## src/hw/rtl/fire_field_stencil_engine_defines.svh

```systemverilog
// Assertion macros used by the fire field stencil engine controller.
`ifndef FIRE_FIELD_STENCIL_ENGINE_DEFINES_SVH
`define FIRE_FIELD_STENCIL_ENGINE_DEFINES_SVH

// Implication checked at every clock edge outside reset.
`define FFSE_ASSERT_IMP(label, ante, cons, msg) \
    label: assert property (@(posedge aclk) disable iff (!aresetn) (ante) |-> (cons)) \
        else $error(msg);

// Plain invariant checked at every clock edge outside reset.
`define FFSE_ASSERT_ALWAYS(label, expr, msg) \
    label: assert property (@(posedge aclk) disable iff (!aresetn) (expr)) \
        else $error(msg);

`endif

```

## src/hw/rtl/ffse_pkg.sv

```systemverilog
// Shared types, codes and the decay function of the fire field stencil engine.
package ffse_pkg;

    // Action codes of an input transaction.
    typedef enum logic [1:0] {
        ACT_SPARK = 2'd0,
        ACT_STEP  = 2'd1,
        ACT_READ  = 2'd2,
        ACT_NONE  = 2'd3
    } action_t;

    // Decay thresholds and amounts.
    localparam logic [7:0] DECAY_HI_TH   = 8'd128;
    localparam logic [7:0] DECAY_MID_TH  = 8'd12;
    localparam logic [7:0] DECAY_LO_TH   = 8'd8;
    localparam logic [7:0] DECAY_HI_AMT  = 8'd2;
    localparam logic [7:0] DECAY_MID_AMT = 8'd4;
    localparam logic [7:0] DECAY_LO_AMT  = 8'd2;

    // Commands from the controller to the datapath.
    typedef struct packed {
        logic clr_step;
        logic load;
        logic spark_wr;
        logic spark_row;
        logic sp_adv;
        logic pass_issue;
        logic rd_addr;
        logic rd_capture;
        logic out_load;
    } ffse_cmd_t;

    // Status from the datapath to the controller.
    typedef struct packed {
        logic clr_last;
        logic sp_stop;
        logic pass_last;
        logic pipe_busy;
    } ffse_sts_t;

    // Lowers an intensity by an amount that depends on its level, never below zero.
    function automatic logic [7:0] decay_f(input logic [7:0] v);
        logic [7:0] res;
        if (v > DECAY_HI_TH) begin
            res = v - DECAY_HI_AMT;
        end else if (v > DECAY_MID_TH) begin
            res = v - DECAY_MID_AMT;
        end else if (v > DECAY_LO_TH) begin
            res = v - DECAY_LO_AMT;
        end else if (v != 8'd0) begin
            res = v - 8'd1;
        end else begin
            res = 8'd0;
        end
        return res;
    endfunction

endpackage

```

## src/hw/rtl/ffse_ctrl.sv

```systemverilog
// Controller: sequences clearing, spark, update pass, read and result hand-off.
`include "fire_field_stencil_engine_defines.svh"

module ffse_ctrl (
    input  logic                 aclk,
    input  logic                 aresetn,
    input  logic                 s_valid,
    input  logic [1:0]           s_action,
    output logic                 s_ready,
    output logic                 m_valid,
    input  logic                 m_ready,
    output ffse_pkg::ffse_cmd_t  cmd,
    input  ffse_pkg::ffse_sts_t  sts
);

    typedef enum logic [9:0] {
        S_CLEAR     = 10'b00_0000_0001,
        S_IDLE      = 10'b00_0000_0010,
        S_SPARK_A   = 10'b00_0000_0100,
        S_SPARK_B   = 10'b00_0000_1000,
        S_PASS      = 10'b00_0001_0000,
        S_DRAIN     = 10'b00_0010_0000,
        S_READ_ADDR = 10'b00_0100_0000,
        S_READ      = 10'b00_1000_0000,
        S_READ_WAIT = 10'b01_0000_0000,
        S_DONE      = 10'b10_0000_0000
    } state_t;

    state_t state_reg;
    state_t state_next;
    logic   m_valid_reg;
    logic   m_valid_next;

    // Next state and command decode.
    always_comb begin
        state_next = state_reg;
        cmd        = '0;
        case (state_reg)
            S_CLEAR: begin
                cmd.clr_step = 1'b1;
                if (sts.clr_last) begin
                    state_next = S_IDLE;
                end
            end
            S_IDLE: begin
                if (s_valid) begin
                    cmd.load = 1'b1;
                    case (ffse_pkg::action_t'(s_action))
                        ffse_pkg::ACT_SPARK: state_next = S_SPARK_A;
                        ffse_pkg::ACT_STEP:  state_next = S_PASS;
                        ffse_pkg::ACT_READ:  state_next = S_READ_ADDR;
                        default:             state_next = S_DONE;
                    endcase
                end
            end
            S_SPARK_A: begin
                if (sts.sp_stop) begin
                    state_next = S_DONE;
                end else begin
                    cmd.spark_wr = 1'b1;
                    state_next   = S_SPARK_B;
                end
            end
            S_SPARK_B: begin
                cmd.spark_wr  = 1'b1;
                cmd.spark_row = 1'b1;
                cmd.sp_adv    = 1'b1;
                state_next    = S_SPARK_A;
            end
            S_PASS: begin
                cmd.pass_issue = 1'b1;
                if (sts.pass_last) begin
                    state_next = S_DRAIN;
                end
            end
            S_DRAIN: begin
                if (!sts.pipe_busy) begin
                    state_next = S_DONE;
                end
            end
            S_READ_ADDR: begin
                cmd.rd_addr = 1'b1;
                state_next  = S_READ;
            end
            S_READ: begin
                state_next = S_READ_WAIT;
            end
            S_READ_WAIT: begin
                cmd.rd_capture = 1'b1;
                state_next     = S_DONE;
            end
            S_DONE: begin
                if (!m_valid_reg || m_ready) begin
                    cmd.out_load = 1'b1;
                    state_next   = S_IDLE;
                end
            end
            default: begin
                state_next = S_IDLE;
            end
        endcase
    end

    // Output valid: set when a result is loaded, cleared when it is taken.
    always_comb begin
        m_valid_next = m_valid_reg;
        if (cmd.out_load) begin
            m_valid_next = 1'b1;
        end else if (m_ready) begin
            m_valid_next = 1'b0;
        end
    end

    always_ff @(posedge aclk) begin
        if (!aresetn) begin
            state_reg   <= S_CLEAR;
            m_valid_reg <= 1'b0;
        end else begin
            state_reg   <= state_next;
            m_valid_reg <= m_valid_next;
        end
    end

    assign s_ready = (state_reg == S_IDLE);
    assign m_valid = m_valid_reg;

    // A result is never loaded over one that has not been taken.
    `FFSE_ASSERT_IMP(a_no_overwrite, cmd.out_load, !m_valid_reg || m_ready, "result overwritten")

    // The stencil pipeline has drained before a new transaction can start.
    `FFSE_ASSERT_IMP(a_idle_drained, state_reg == S_IDLE, !sts.pipe_busy, "pipeline busy in idle")

    // Only one grid-changing activity runs at a time.
    `FFSE_ASSERT_ALWAYS(a_one_writer,
        $onehot0({cmd.clr_step, cmd.spark_wr, cmd.pass_issue, cmd.load}),
        "conflicting commands")

endmodule

```

## config.mk

```make
export PLATFORM = sky130hd
export DESIGN_NAME = ffse_ctrl
export DESIGN_NICKNAME = d
export VERILOG_FILES = /design/src/hw/rtl/ffse_pkg.sv /design/src/hw/rtl/ffse_ctrl.sv
export VERILOG_INCLUDE_DIRS = /design/src /design/src/hw/rtl
export SDC_FILE = /design/constraint.sdc
export NUM_CORES = 1
export LEC_CHECK = 0
export BUFFER_PORTS_ARGS = -buffer_cell sky130_fd_sc_hd__buf_2
export CAP_MARGIN = 10
export CELL_PAD_IN_SITES_DETAIL_PLACEMENT = 1
export CELL_PAD_IN_SITES_GLOBAL_PLACEMENT = 2
export CORE_ASPECT_RATIO = 0.6
export CORE_UTILIZATION = 29
export DETAILED_ROUTE_END_ITERATION = 8
export HOLD_SLACK_MARGIN = 0.05
export PLACE_DENSITY = 0.74
export SYNTH_ARGS = -nofsm -noshare
export SYNTH_HDL_FRONTEND = slang
export SYNTH_SLANG_ARGS = --single-unit
```

## constraint.sdc

```tcl
create_clock -name aclk -period 2.5 [get_ports aclk]
set_input_delay 0 -clock aclk [delete_from_list [all_inputs] [get_ports aclk]]
set_output_delay 0 -clock aclk [all_outputs]
set_load 0.05 [all_outputs]
```

==> flow_metrics.tcl <==
set metrics [dict create \
    cpMaxStageDelayCell "or3_1" \
    yosys.area.top_type_share 0.269 \
    r2r_slack_ns 0.57 \
    ys_warn_count 0 \
    synth_edf_count 0 \
    r2r_end "state_reg[9]" \
    finalCriticalPeriod_ns 2.09 \
    largest_register_ffs 10 \
    fill_cells 319 \
    drive_gt1_frac 0.293 \
    antenna_found_initial 0 \
    crit_path_cell_trace "or3_1 -> or3_1 -> a211oi_1 -> buf_2" \
    netlist_area_um2 818 \
    ys_types 40 \
    yosys.area.top_type "dfxtp_1" \
    path_clk_slew_ns 0.05 \
    synth_ff_type "dfxtp_1" \
    first_pass_iters 6 \
    fp.dieArea_um2 3040 \
    ctsRootBufferMaster "clkbuf_8" \
    rsz0062_at_grt "no" \
    drt-total-wl_um 2450 \
    dieHeight_um 43.1 \
    grt_pass1_wl_um 3910 \
    final_max_slew_viol_count 0 \
    antenna_cells 0 \
    num-nets-final 127 \
    start_util 0.316 \
    grt_util_all_layers 0.178 \
    reg2reg_depth 4 \
    critPathLaunchType "register" \
    synth.avg_cell_area_um2 8.35 \
    grt_max_degree 13 \
    crit_arrival_ns 2.09 \
    drt-wirelength-per-cell_um 16.6 \
    drv_cap 0 \
    cp.required_ns 2.50 \
    numPortBuffers 20 \
    yosysMostFrequentCell "dfxtp_1" \
    r2r-start "state_reg[1]" \
    rows 14 \
    drc 2 \
    vias_per_cell 5.48 \
    period_share 0.835 \
    async_reset_ff_frac 0 \
    timing.fmax_ghz 0.479 \
    numClockSinks 11 \
    slowest_delay_ns 0.49 \
    synth_seq_area_share 0.269 \
    vias 811 \
    worst-path-max-fanout 8 \
    setup_tns_ns 0 \
    cts_buffer_depth 2 \
    synth-seq-cells 11 \
    dpl.hpwl_um 1920 \
    area.growth.synth_to_final_pct 20.9 \
    hold-path-endpoint "state_reg[3]" \
    numCtsBuffers 3 \
    fin_skew_ns 0.00520 \
    grt_pass1_vias 769 \
    synth_common_cells "dfxtp_1, nor2_1, nor3_1" \
    tightest_slew_ns 0.649 \
    synth_nets 108 \
    final-setup-viol-count 0 \
    power.density_nw_per_um2 462 \
    place.gp.congestion 0.752 \
    relSlewSlack 0.564 \
    violations "DRC" \
    io_pins 21 \
    peakVddDrop_v 0.000304 \
    yosys-top-cells-area "dfxtp_1, nor3_1, nand2b_1" \
    worstSetupEndpointType "output port" \
    clock_latency_ns 0.24 \
    power.leakage_uw 0.000423 \
    hold_viol 0 \
    hp-class "input pin to register" \
    critPathKind "register to output port" \
    hold_path.startpoint "sts[2]" \
    drtIter0Drc 32 \
    tritoncts "built" \
    report.power.total_uw 458 \
    status "finished, violations left" \
    holdPathStages 3 \
    grt_overflow 0 \
    post_cts_buffers 0 \
    crit_top_cell "or3_1" \
    ant_nets 0 \
    netlist_instances 98 \
    cts_htree_levels 1 \
    core_area_um2 2590 \
    die_x_um 70.6 \
]
==> final cells by class <==
cell class	count	area, um2	share of cell area
multi-input cells	77	557	0.563
flip-flops and latches	11	220	0.223
inverters	2	7.51	0.00759
repair buffers	22	120	0.121
clock buffers	4	45.0	0.0455
well taps	32	40.0	0.0405
==> stage by stage <==
stage / setup WS [ns] / hold slack, ns / instance area (um2) / utilization / std cells
final: 0.412 / 0.0661 / 990 / 0.382 / 148
after global routing: 0.352 / 0.0706 / 990 / 0.382 / 148
after CTS: 0.414 / 0.0583 / 990 / 0.382 / 148
after detailed placement: 0.589 / 0.298 / 925 / 0.357 / 142
after global placement: 0.611 / 0.293 / 925 / 0.357 / 142
after floorplan: 0.0315 / 0.139 / 830 / - / 98
==> where the power goes <==
part / leakage (uW) / internal, uW / switching (uW) / total (uW)
registers: 0.0000894 / 180 / 10.2 / 190
clock network: 0.0000228 / 112 / 68.1 / 180
logic: 0.000311 / 35.1 / 52.3 / 87.4
total: 0.000423 / 327 / 131 / 458
==> layer usage <==
| metal | GRT usage | vias to the layer above | wire (um) |
|---|---|---|---|
| li1 | - | 403 | - |
| met1 | 0.255 | 383 | 1290 |
| met2 | 0.254 | 21 | 1010 |
| met3 | 0.0356 | 4 | 105 |
| met4 | 0.0840 | 0 | 42 |
| met5 | 0 | - | 0 |
==> worst max-delay path, delay by kind of cell (launching register included) <==
family	cells	cell delay [ns]
AO/OA/AOI/OAI	1	0.21
AND/OR/NAND/NOR	2	0.97
flip-flops	1	0.38
buffers and inverters	1	0.30
==> logic make-up after synthesis <==
logic type / after synthesis / synth area share
flip-flops: 11 / 0.269
AO/OA/AOI/OAI: 16 / 0.133
AND/OR/NAND/NOR: 57 / 0.488
XOR/XNOR: 2 / 0.0214
buffers and inverters: 10 / 0.0642
multiplexers: 2 / 0.0245
==> worst max-delay path by stage <==
stage,start,slack (ns),to
final,state_reg[6],0.41,cmd[6]
after global routing,state_reg[1],0.35,cmd[2]
after CTS,state_reg[6],0.41,cmd[6]
after detailed placement,state_reg[1],0.59,state_reg[9]
after global placement,state_reg[1],0.61,state_reg[9]
after floorplan,state_reg[2],0.03,state_reg[6]
==> placed cells by master, fill, tap and decap left out, types with 3 or more instances in the layout <==
cell | Yosys | routed
a21oi_1 | 3 | 3
and2_1 | 3 | 3
buf_2 | 0 | 20
clkbuf_8 | 0 | 3
dfxtp_1 | 11 | 11
nand2b_1 | 5 | 5
nand3_1 | 3 | 3
nand3b_1 | 3 | 3
nor2_1 | 7 | 7
nor3_1 | 7 | 6
nor3b_1 | 4 | 4
o21ai_0 | 4 | 4
or3_1 | 4 | 4
==> timing repair <==
item,4_1_cts,5_1_grt
gates resized for setup,0,0
hold buffers,2,0
endpoints found under the hold margin,2,0
(Power assumes the default switching activity.)
